### src/sv/pbb_box.sv
// Running full box and drawn box tracker.
module pbb_box #(
  parameter int Cw = 32
) (
  input  logic                 clk_i,
  input  logic                 rst_ni,
  input  logic                 clear_i,
  input  logic                 pt_i,
  input  logic                 drawn_i,
  input  logic signed [Cw-1:0] x_i,
  input  logic signed [Cw-1:0] y_i,
  input  logic                 sel_drawn_i,
  output logic signed [Cw-1:0] box_o [4]
);

  logic signed [Cw-1:0] full_q [4];
  logic signed [Cw-1:0] drawn_q [4];
  logic signed [Cw-1:0] full_d [4];
  logic signed [Cw-1:0] drawn_d [4];
  logic started_q, only_moves_q;

  always_comb begin
    logic signed [Cw-1:0] b [4];
    if (started_q) begin
      b = full_q;
      drawn_d = drawn_q;
    end else begin
      b[0] = x_i; b[1] = y_i; b[2] = x_i; b[3] = y_i;
      drawn_d = b;
    end
    full_d = b;
    if (x_i < b[0]) full_d[0] = x_i;
    if (y_i < b[1]) full_d[1] = y_i;
    if (x_i > b[2]) full_d[2] = x_i;
    if (y_i > b[3]) full_d[3] = y_i;
    if (drawn_i) begin
      drawn_d = full_d;
    end else if (only_moves_q) begin
      if (x_i < drawn_d[0]) drawn_d[0] = x_i;
      if (y_i < drawn_d[1]) drawn_d[1] = y_i;
      if (x_i > drawn_d[2]) drawn_d[2] = x_i;
      if (y_i > drawn_d[3]) drawn_d[3] = y_i;
    end
  end

  always_ff @(posedge clk_i or negedge rst_ni) begin
    if (!rst_ni) begin
      full_q       <= '{default: '0};
      drawn_q      <= '{default: '0};
      started_q    <= 1'b0;
      only_moves_q <= 1'b1;
    end else if (clear_i) begin
      full_q       <= '{default: '0};
      drawn_q      <= '{default: '0};
      started_q    <= 1'b0;
      only_moves_q <= 1'b1;
    end else if (pt_i) begin
      full_q    <= full_d;
      drawn_q   <= drawn_d;
      started_q <= 1'b1;
      if (drawn_i) only_moves_q <= 1'b0;
    end
  end

  always_comb begin
    if (sel_drawn_i) begin
      box_o = drawn_q;
    end else begin
      box_o = full_q;
    end
  end

endmodule
### config.mk
export PLATFORM = sky130hd
export DESIGN_NAME = pbb_box
export DESIGN_NICKNAME = d
export VERILOG_FILES = /design/src/sv/pbb_box.sv
export SDC_FILE = /design/constraint.sdc
export NUM_CORES = 1
export LEC_CHECK = 0
export BUFFER_PORTS_ARGS = -buffer_cell sky130_fd_sc_hd__buf_2
export CAP_MARGIN = 20
export CELL_PAD_IN_SITES_DETAIL_PLACEMENT = 2
export CELL_PAD_IN_SITES_GLOBAL_PLACEMENT = 2
export CORE_MARGIN = 2
export CORE_UTILIZATION = 35
export DETAILED_ROUTE_END_ITERATION = 8
export PLACE_DENSITY_LB_ADDON = 0.1
export SYNTH_ARGS = -nofsm -noshare
export SYNTH_HDL_FRONTEND = slang
export SYNTH_SLANG_ARGS = --single-unit
### constraint.sdc
create_clock -name clk_i -period 9 [get_ports clk_i]
set_clock_uncertainty 0.15 [all_clocks]
set_input_delay 1.8 -clock clk_i [delete_from_list [all_inputs] [get_ports clk_i]]
set_output_delay 1.8 -clock clk_i [all_outputs]
set_load 0.03 [all_outputs]
# After elaboration in Yosys (flattened, before gate mapping)

Cells that the tools add are included.

Input bits: 70
Output and inout port bits: 128
Word-level logic and storage cells: 43
Latch bits: 0
Memories: 0
Bits in read-only memories: 0
Bits in writable memories: 0
Register bits after elaboration: 258

$mul: 0
Reductions and logical operators: 3
Equality and inequality tests: 0
Shift-type cells: 0
Mux-type cells: 22
Bitwise operators: 0
$add $sub $neg: 0
Div/mod/pow operators: 0
$lt $le $gt $ge: 8

Operators by type and width:

| operator          | number |
|---|---|
| $mux 128          | 9 |
| $mux 32           | 8 |
| $gt 32x32->1      | 4 |
| $lt 32x32->1      | 4 |
| $mux 1            | 5 |
| $reduce_bool 2->1 | 2 |
| $reduce_and 2->1  | 1 |

# Logic depth before layout (Yosys ltp)

Gate-level depths: netlist (run 1).

Depth after elaboration: 7
Mapped depth: 18
Depth with buffers taken out: 12

# Worst setup path after synthesis (run 1)

Ideal clock, no wire load.

Path kind: input port to output port
From: input sel_drawn_i
To: output box_o[107] in the netlist's numbering
Cell stages on the path: 3
Required time: 7.050 ns
Path buffers: 2
Setup slack: 4.116 ns
Data arrival time: 2.934 ns
Cells stage by stage: clkbuf_1 > buf_1 > mux2_2

RTL lines:

| element     | RTL line | source |
|---|---|---|
| from (decl) | 12       | `input logic sel_drawn_i,` |
| to (decl)   | 13       | `output logic signed [Cw-1:0] box_o [4]` |

# Worst setup path after layout (run 1)

From: input y_i[11]
To: register full_q[17] in the netlist's numbering

Word-level cells in the longest chain between the ends: 5

RTL lines:

| element              | RTL line | source |
|---|---|---|
| from (decl)          | 11       | `input logic signed [Cw-1:0] y_i,` |
| $mux 128             | 24       | `if (started_q) begin` |
| $gt 32x32->1 *       | 35       | `if (y_i > b[3]) full_d[3] = y_i;` |
| $mux 32 *            | 35       |  |
| $mux 128 *           | 57       | `end else if (pt_i) begin` |
| $mux 128 *           | 52       | `end else if (clear_i) begin` |
| to (signal assigned) | 58       | `full_q <= full_d;` |
| to (decl)            | 16       | `logic signed [Cw-1:0] full_q [4];` |

Every way passes the cells marked *; elsewhere a longest branch is shown, timed or not. The select of a mux whose other input is x is not followed.
A chain may end at the register's enable or synchronous reset.

==> results of run 1 <==
logic make-up (layout without fill, tap and decap cells):
family                   Yosys count  count (layout)  share of synthesized area
AO/OA/AOI/OAI                    814             814                     0.2374
AND/OR/NAND/NOR                  656             656                     0.1443
multiplexers                     273             273                     0.1337
flip-flops                       258             258                     0.2943
buffers and inverters            255             383                    0.04664
adder cells (fa/ha/maj)          252             252                     0.1437
other                              0               7                          0
synth_stat cells, types with 22 or more instances:
cell | n | share of area
clkbuf_1 | 135 | 0.023
nor3_1 | 28 | 0.0064
nor2b_1 | 39 | 0.011
mux2i_1 | 113 | 0.052
inv_1 | 77 | 0.013
nand4_1 | 46 | 0.013
o211ai_1 | 40 | 0.014
nand3_1 | 47 | 0.011
and3_1 | 32 | 0.0091
a221oi_1 | 25 | 0.010
nand2_1 | 96 | 0.016
ha_1 | 252 | 0.14
a21o_1 | 35 | 0.012
o311ai_0 | 31 | 0.012
or3_1 | 22 | 0.0063
o21ai_0 | 69 | 0.016
a21oi_1 | 413 | 0.094
dfrtp_1 | 257 | 0.29
nor2_1 | 268 | 0.046
nand2b_1 | 37 | 0.011
a221o_1 | 49 | 0.022
mux2_2 | 160 | 0.082
a211oi_1 | 50 | 0.017
worst max-delay path by stage:
stage	slack [ps]	from	endpoint
final	2570	y_i[11]	full_q[17]
after global routing	2240	y_i[11]	full_q[17]
after CTS	2640	y_i[11]	full_q[2]
after detailed placement	2070	y_i[11]	full_q[2]
after global placement	2290	y_i[11]	full_q[31]
after floorplan	4120	sel_drawn_i	box_o[107]
power groups by stage:
stage	Sequential (W)	Clock [W]	Combinational, W
after CTS	0.00136	0.00157	0.00148
final	0.00136	0.00153	0.00149
after detailed placement	0.00138	0	0.00147
after floorplan	0.00134	0	0.000945
after global routing	0.00138	0.00161	0.00162
after global placement	0.00137	0	0.00142
per-stage QoR:
step / instance area, sq um / instances / power, W / setup WS [ps] / util
2_1_floorplan: 21940 / 2508 / 0.002284 / 4116 / -
3_3_place_gp: 23700 / 3405 / 0.002790 / 2290 / 0.3834
3_5_place_dp: 23700 / 3405 / 0.002848 / 2069 / 0.3834
4_1_cts: 24930 / 3472 / 0.004409 / 2643 / 0.4032
5_1_grt: 24950 / 3475 / 0.004605 / 2240 / 0.4035
6_report: 24960 / 3480 / 0.004386 / 2574 / 0.4037
layout make-up:
cell class / instances / area share
flip-flops and latches: 258 / 0.2589
well taps: 837 / 0.04196
repair buffers: 236 / 0.05339
multi-input cells: 1995 / 0.5838
clock inverters: 9 / 0.004061
diodes: 7 / 0.0007018
clock buffers: 58 / 0.04517
inverters: 80 / 0.01203
state kept, by name, summed over array words and instances, names as in the netlist:
name,count
drawn_q,128
full_q,128
only_moves_q,1
started_q,1
critical path: cells and delay by family:
family                   cells  cell delay [ps]
AND/OR/NAND/NOR              4             2190
AO/OA/AOI/OAI                5             1790
adder cells (fa/ha/maj)      1              390
buffers and inverters        3              580
routing by layer:
metal	global-route usage	up-vias	part of all wire
li1	-	9671	-
met1	0.4178	11300	0.47
met2	0.4868	546	0.46
met3	0.04685	141	0.046
met4	0.08924	8	0.024
met5	0	-	0.00049
==> out/results.ini, run 1 <==
[outcome]
status = finished, final reports clean

[global_routing]
grt_pass1_vias = 24050
gr-total-overflow = 0
grt_max_degree = 162
grt_pass1_wl_mm = 150.2
antenna_found_initial = 11
track_usage = 0.3025

[final_layout]
layout_common_cells = 412 x a21oi_1, 265 x nor2_1, 256 x dfrtp_1, 252 x ha_1, 193 x buf_2
multi_input_area_sq_um = 14570
syn_to_final_growth_pct = 13.75
layout.nets = 2930
drive_above_1_share = 0.1832
final_common_cell = a21oi_1
ff_latch_area_sq_um = 6461
n_fill_cell = 6856

[yosys]
synth_top_flop_cell = dfrtp_1
synth_cell_types = 70
yosysWarnings = 0
synth_seq_cells = 258
synth_enable_flop_cells = 0
synth-async-reset-ratio = 1.000
syn_inst = 2508
syn_avg_cell_area_sq_um = 8.749
synth_fp_nets = 2830
syn_area_sq_um = 21940
yosysSeqAreaShare = 0.2943

[cts]
worstSkewPairLatency_ps = 580
cts_tree = built
cts_root_buf = clkbuf_16
ctsHoldBuffers = 0
clock_tree.buffer_depth = 3
cts_buffers = 37
clk_pin_slew_ps = 50
clock-sinks = 258
cts-htree-levels = 2
cts_setup_buffers = 0
cts_resized = 0

[run]
maxCapViolations = 0

[min_path]
hold_depth = 1
hp-class = reg -> reg
min_to = drawn_q[105]
hp-start = drawn_q[105]

[power_and_ir_drop]
cellPowerDensity_nw_per_um2 = 175.7
power_switching_w = 0.001709
ir_drop_mv = 0.1043
comb_power_share = 0.340
p_leak_nw = 11.56
power_frac_seq = 0.310
intPower_w = 0.002677
clkPwrFrac = 0.350
switching_share = 0.3897

[floorplan]
die_w_microns = 254.4
core_sq_um = 61830
ioPinCount = 198
die-area_sq_um = 64710
die_h_microns = 254.4
rows = 91
start_util = 0.3549

[timing]
worst_pin_slew_ps = 1152
min_period_over_period = 0.7140
rsz0062_at_grt = false
period_needed_ps = 6426
setup-tns-final_ps = 0
hold_viol_final = 0
finalSetupViolCount = 0
relSlewSlack = 0.2317
slew_viol_final = 0
hold_slack_ps = 388.2
fmax_ghz = 0.1556

[placed_design]
numPortBuffers = 197
place.gp.congestion = 0.8525
dp_hpwl_mm = 65.85

[worst_setup_path]
ff2ff_path_depth = 12
critical_path.endpoint_type = flop
path_max_fanout = 18
cp_slowest_cell = nor2_2
r2r_start = started_q
timing_worst_setup_path_type = in -> reg
slowest_delay_ps = 910
cp.arrival_ps = 6770
cp.required_ps = 9340
cp-start-kind = input port
r2r_setup_slack_ps = 2710
r2r_end = full_q[17]
crit_chain = buf_2 -> inv_1 -> nor2_1 -> a21oi_1 -> ha_1 -> nand4_1 -> a2111oi_0 -> buf_4 -> o31a_1 -> or3_1 -> a31oi_4 -> nor2_2 -> a22o_1

[detailed_routing]
route.detailed.drc = 0
wl_per_cell_microns = 28.09
drtIter0Drc = 1314
drt.antenna.violating_nets = 0
routed-via-count = 21660
vias_per_cell = 6.225
firstDrtPassIters = 8
wl_mm = 97.77

Note: power is estimated with default switching activity, not from simulation.
==> run 2, diff against run 1 <==
Settings changed: ABC_AREA from default to 1, CORE_UTILIZATION 35 to 34.
Clock period 9 ns to 6.6 ns, I/O delays scaled along.
==> run 2 against run 1 <==
Compared with the run above:
- first-iteration DRC count up 13%
- sequential cell count unchanged
- non-clock buffer count rose by 14
- core utilization shrank 1.9 points
- clock power is 40% higher
- critical endpoint is now drawn_q[92]
- synthesized cell count grew 52%
- global-route usage rose by 1.2 points
- combinational power up 82%
- count of clock-buffer cells in the layout fell by 1
==> out/results.ini, run 2 <==
[outcome]
status = finished, final reports clean

[timing]
setup-tns-final_ps = 0
relSlewSlack = 0.2368
fmax_ghz = 0.1999
slew_viol_final = 0
period_needed_ps = 5003
fin_ws_ps = 1597
min_period_over_period = 0.7580
worst_pin_slew_ps = 1145
rsz0062_at_grt = false
finalSetupViolCount = 0
hold_viol_final = 0
hold_slack_ps = 360.5

[placed_design]
dp.cells = 4787
place.gp.congestion = 0.8161
pre_cts_ws_ps = 1478
numPortBuffers = 197
dp_hpwl_mm = 77.64

[yosys]
synth_enable_flop_cells = 0
synth_fp_nets = 4137
netlist.area_leader.share = 0.2646
syn_area_sq_um = 24300
yosysSeqAreaShare = 0.2657
synth-async-reset-ratio = 1.000
synth_top_flop_cell = dfrtp_1
synth_cell_types = 33
synth_area_leaders = dfrtp_1 26%, nand2_1 18%, ha_1 13%
syn_inst = 3815
yosysTopAreaCell = dfrtp_1
synthMostInstantiatedCell = nand2_1
synth_seq_cells = 258
yosysWarnings = 0
syn_avg_cell_area_sq_um = 6.370
synthTopCellsByCount = 1183 x nand2_1, 468 x inv_1, 441 x nand3_1, 368 x a21oi_1, 258 x o21ai_0

[floorplan]
rows = 98
die-area_sq_um = 73630
die_h_microns = 271.4
core_sq_um = 71120
die_w_microns = 271.4
ioPinCount = 198
start_util = 0.3417

[global_routing]
antenna_found_initial = 3
gr-total-overflow = 0
track_usage = 0.3145
grt_pass1_vias = 31500
grt_max_degree = 187
grt_pass1_wl_mm = 183.9

[final_layout]
layout_common_cells = 1181 x nand2_1, 467 x inv_1, 440 x nand3_1, 368 x a21oi_1, 258 x o21ai_0
final_common_cell = nand2_1
final_cells = 4858
multi_input_area_sq_um = 15160
ff_latch_area_sq_um = 6461
layout.nets = 4202
syn_to_final_growth_pct = 12.53
largest_registers = drawn_q x128, full_q x128
n_fill_cell = 8833
drive_above_1_share = 0.09293

[cts]
cts_resized = 0
cts-htree-levels = 2
cts_root_buf = clkbuf_16
clock-sinks = 258
worstSkewPairLatency_ps = 580
cts_buffers = 39
cts_tree = built
clock_tree.buffer_depth = 3
cts_setup_buffers = 0
clk_pin_slew_ps = 60
ctsHoldBuffers = 0

[run]
maxCapViolations = 0

[detailed_routing]
drtIter0Drc = 1487
wl_mm = 116.2
route.detailed.drc = 0
firstDrtPassIters = 5
wl_per_cell_microns = 23.92
vias_per_cell = 5.735
routed-via-count = 27860
drt.antenna.violating_nets = 0

[worst_setup_path]
r2r_start = started_q
r2r_end = drawn_q[92]
path_max_fanout = 51
cp.required_ps = 6960
ff2ff_path_depth = 18
timing_worst_setup_path_type = reg -> reg
cp.arrival_ps = 5360
critical_path.endpoint_type = flop
r2r_setup_slack_ps = 1600
cp-start-kind = flop

[min_path]
min_to = drawn_q[51]
hold_depth = 2
hp-start = drawn_q[51]
hp-class = reg -> reg

[power_and_ir_drop]
ir_drop_mv = 0.1561
p_leak_nw = 15.00
cellPowerDensity_nw_per_um2 = 247.0

[run 2: cell count changes after synthesis, sizes merged, moves of 113 or more]
cell / delta
mux2: -140
nor2: -173
mux2i: -113
inv: +394
nand2: +1090
o21ai: +196
nand3: +402
[run 2: critical path, stage by stage (launching register included)]
cell	delay (ps)
dfrtp_4	870
buf_4	620
nor2_1	240
a21oi_1	320
ha_1	310
nand2_1	70
nor2_1	40
a211oi_1	240
nand2_1	150
nand2_1	90
nand2_1	130
nand2_1	130
nand3_2	440
nand2_2	250
buf_4	350
nand2_1	130
nand3_1	110
nand3_1	120
nand2_1	120
[run 2: how the worst max path moves through the flow]
stage	from	end	slack (ps)	cells past startpoint
3_3_place_gp	y_i[15]	drawn_q[66]	1650	17
4_1_cts	started_q	drawn_q[92]	1650	18
6_report	started_q	drawn_q[92]	1600	18
2_1_floorplan	sel_drawn_i	box_o[100]	2370	6
3_5_place_dp	y_i[15]	full_q[94]	1480	17
5_1_grt	started_q	drawn_q[82]	1330	18
[run 2: cell families after synthesis]
kind of cell / count (synthesis) / share of synthesized area
flip-flops: 258 / 0.2657
AND/OR/NAND/NOR: 1911 / 0.3396
AO/OA/AOI/OAI: 676 / 0.1428
buffers and inverters: 698 / 0.1129
multiplexers: 20 / 0.009268
adder cells (fa/ha/maj): 252 / 0.1297
[run 2: stage by stage]
step	total power [W]	instance area, sq um	utilization
after floorplan	0.003601	24300	-
after global placement	0.004451	26060	0.3664
after detailed placement	0.004615	26060	0.3664
after CTS	0.006798	27310	0.3840
after global routing	0.007175	27340	0.3845
final	0.006755	27350	0.3845
[run 2: cell type report]
| class | count | share of cell area |
|---|---|---|
| clock buffers | 57 | 0.04374 |
| inverters | 472 | 0.06497 |
| clock inverters | 10 | 0.001830 |
| repair buffers | 250 | 0.05532 |
| multi-input cells | 2859 | 0.5542 |
| diodes | 2 | 0.0001830 |
| well taps | 950 | 0.04347 |
| flip-flops and latches | 258 | 0.2363 |
[run 2: routing by layer]
| metal | vias to the layer above | routed length [microns] | track usage |
|---|---|---|---|
| met2 | 603 | 58170 | 0.5682 |
| met5 | - | 12 | 0 |
| met3 | 227 | 4013 | 0.02999 |
| met4 | 2 | 4016 | 0.1155 |
| met1 | 14270 | 49980 | 0.3863 |
| li1 | 12760 | - | - |
[run 2: power by group]
group	leakage (nW)	switching [W]	internal (W)
clock	0.629	0.000894	0.00125
combinational	10.9	0.00195	0.000757
sequential	3.43	0.000153	0.00176
==> run 3, diff against run 2 <==
Settings changed: CORE_UTILIZATION 34 to 31.
Clock period 6.6 ns to 4.05 ns, I/O delays scaled along.
==> run 3 against run 2 <==
Compared with the run above:
- non-clock buffer count rose by 117
- global-route usage fell by 3.0 points
- die area rose by 9.5%
- sequential cell count did not move
- fmax rose by 32%
- cell area rose by 5.1%
- sequential power rose by 62%
- worst setup slack got worse by 1300 ps
- critical endpoint is now drawn_q[55]
- largest cell class unchanged
- largest power group unchanged
- highest routed layer unchanged
==> out/results.ini, run 3 (synthesized netlist as in run 2, its figures left out) <==
[outcome]
status = finished, final reports clean

[global_routing]
gr-total-overflow = 0
grt_pass1_wl_mm = 180.1
grt_max_degree = 153
antenna_found_initial = 1
track_usage = 0.2850
grt_pass1_vias = 29940

[timing]
period_needed_ps = 3783
fmax_ghz = 0.2643
hold_viol_final = 0
slew_viol_final = 0
finalSetupViolCount = 0
min_period_over_period = 0.9342
worst_pin_slew_ps = 1078
relSlewSlack = 0.2788
hold_slack_ps = 94.76

[cts]
cts_buffers = 39
worstSkewPairLatency_ps = 570
cts-htree-levels = 2
ctsHoldBuffers = 0
cts_resized = 0
cts_setup_buffers = 0
cts_tree = built
clk_pin_slew_ps = 50
clock_tree.buffer_depth = 3
cts_root_buf = clkbuf_16
clock-sinks = 258

[worst_setup_path]
r2r_end = drawn_q[55]
path_max_fanout = 16
path_buf_inv = 4
cp.arrival_ps = 4090
crit_top_cell = nand2_1
cp.required_ps = 4350
timing_worst_setup_path_type = reg -> reg
cp-start-kind = flop
crit_chain = inv_2 -> buf_4 -> nand2_1 -> inv_1 -> a21oi_1 -> ha_1 -> nand2_1 -> nor2_1 -> nand4_1 -> nor4_4 -> nand2_1 -> nand3_2 -> nand3_2 -> buf_12 -> nand2_1 -> nand3_1 -> nand3_1 -> nand2_1
r2r_setup_slack_ps = 270
ff2ff_path_depth = 18
r2r_start = started_q
slowest_delay_ps = 490
cp_slowest_cell = dfrtp_4
critical_path.endpoint_type = flop
critPathTopFamily = simple AND/OR/NAND/NOR gates

[detailed_routing]
vias_per_cell = 5.410
wl_per_cell_microns = 22.87
route.detailed.drc = 0
drtIter0Drc = 1235
drt.antenna.violating_nets = 0
firstDrtPassIters = 5
wl_mm = 115.9
routed-via-count = 27410

[final_layout]
syn_to_final_growth_pct = 18.22
final_common_cell = nand2_1
largest_registers = drawn_q x128, full_q x128
drive_above_1_share = 0.1185
layout.nets = 4319
layout_common_cells = 1183 x nand2_1, 467 x inv_1, 440 x nand3_1, 365 x a21oi_1, 258 x o21ai_0

[power_and_ir_drop]
comb_power_share = 0.416
total_power_w = 0.01119
clkPwrFrac = 0.308
switching_share = 0.4346
power_frac_seq = 0.276
ir_drop_mv = 0.2370
cellPowerDensity_nw_per_um2 = 389.5
power_switching_w = 0.004863
p_leak_nw = 15.70
intPower_w = 0.006327

[floorplan]
die-area_sq_um = 80650
ioPinCount = 198
die_w_microns = 284.0
die_h_microns = 284.0
core_sq_um = 77590
start_util = 0.3132
rows = 102

[placed_design]
numPortBuffers = 197
place.gp.congestion = 0.8228
dp_hpwl_mm = 81.44

[min_path]
hp-class = in -> async

[run]
maxCapViolations = 0

==> run 3: cell types whose count changed in the layout (fill, tap and decap cells not counted), moves of 2 or more <==
cell / change
buf_12: +31
nand2_2: -2
clkbuf_1: +8
a21oi_1: -3
clkinv_2: -4
clkbuf_8: -2
buf_4: +86
a21oi_2: +3
nand2_1: +2
==> run 3: routing by layer <==
metal	track usage	part of all wire
met1	0.3572	0.44
met2	0.5027	0.49
met3	0.03465	0.034
met4	0.09816	0.035
met5	0	0.00010
==> run 3: worst max-delay path by stage <==
stage           startpoint          end  depth (start not counted)
3_3_place_gp       y_i[24]  drawn_q[10]                         23
5_1_grt          started_q  drawn_q[13]                         23
3_5_place_dp       x_i[29]  full_q[117]                         19
2_1_floorplan  sel_drawn_i   box_o[100]                          6
4_1_cts          started_q  drawn_q[41]                         17
6_report         started_q  drawn_q[55]                         18
==> run 3: power by group through the flow <==
stage               combinational (W)  sequential, W  clock, W
finish                        0.00466        0.00309   0.00344
global route                  0.00518        0.00313   0.00362
CTS                           0.00469        0.00309   0.00354
detailed placement            0.00465        0.00313         0
global placement              0.00452        0.00313         0
floorplan                     0.00283        0.00304         0
==> run 3: final cells by class <==
cell class              instances  area (sq um)
fillers                      9681         48860
multi-input cells            2859         15180
flip-flops and latches        258          6461
repair buffers                367          2775
inverters                     472          1777
well taps                    1040          1301
clock buffers                  63          1199
clock inverters                 6         30.03
diodes                          1         2.502
==> run 3: metrics by stage <==
step / TNS, ps / util / area (sq um) / worst slack [ps] / std cells
after detailed placement: 0 / 0.3540 / 27470 / 119.9 / 4996
after global placement: 0 / 0.3540 / 27470 / 185.6 / 4996
after global routing: -0.04885 / 0.3702 / 28730 / -0.04885 / 5065
after floorplan: 0 / - / 24300 / 842.2 / 3815
after CTS: 0 / 0.3698 / 28700 / 154.8 / 5065
final: 0 / 0.3703 / 28730 / 266.5 / 5066
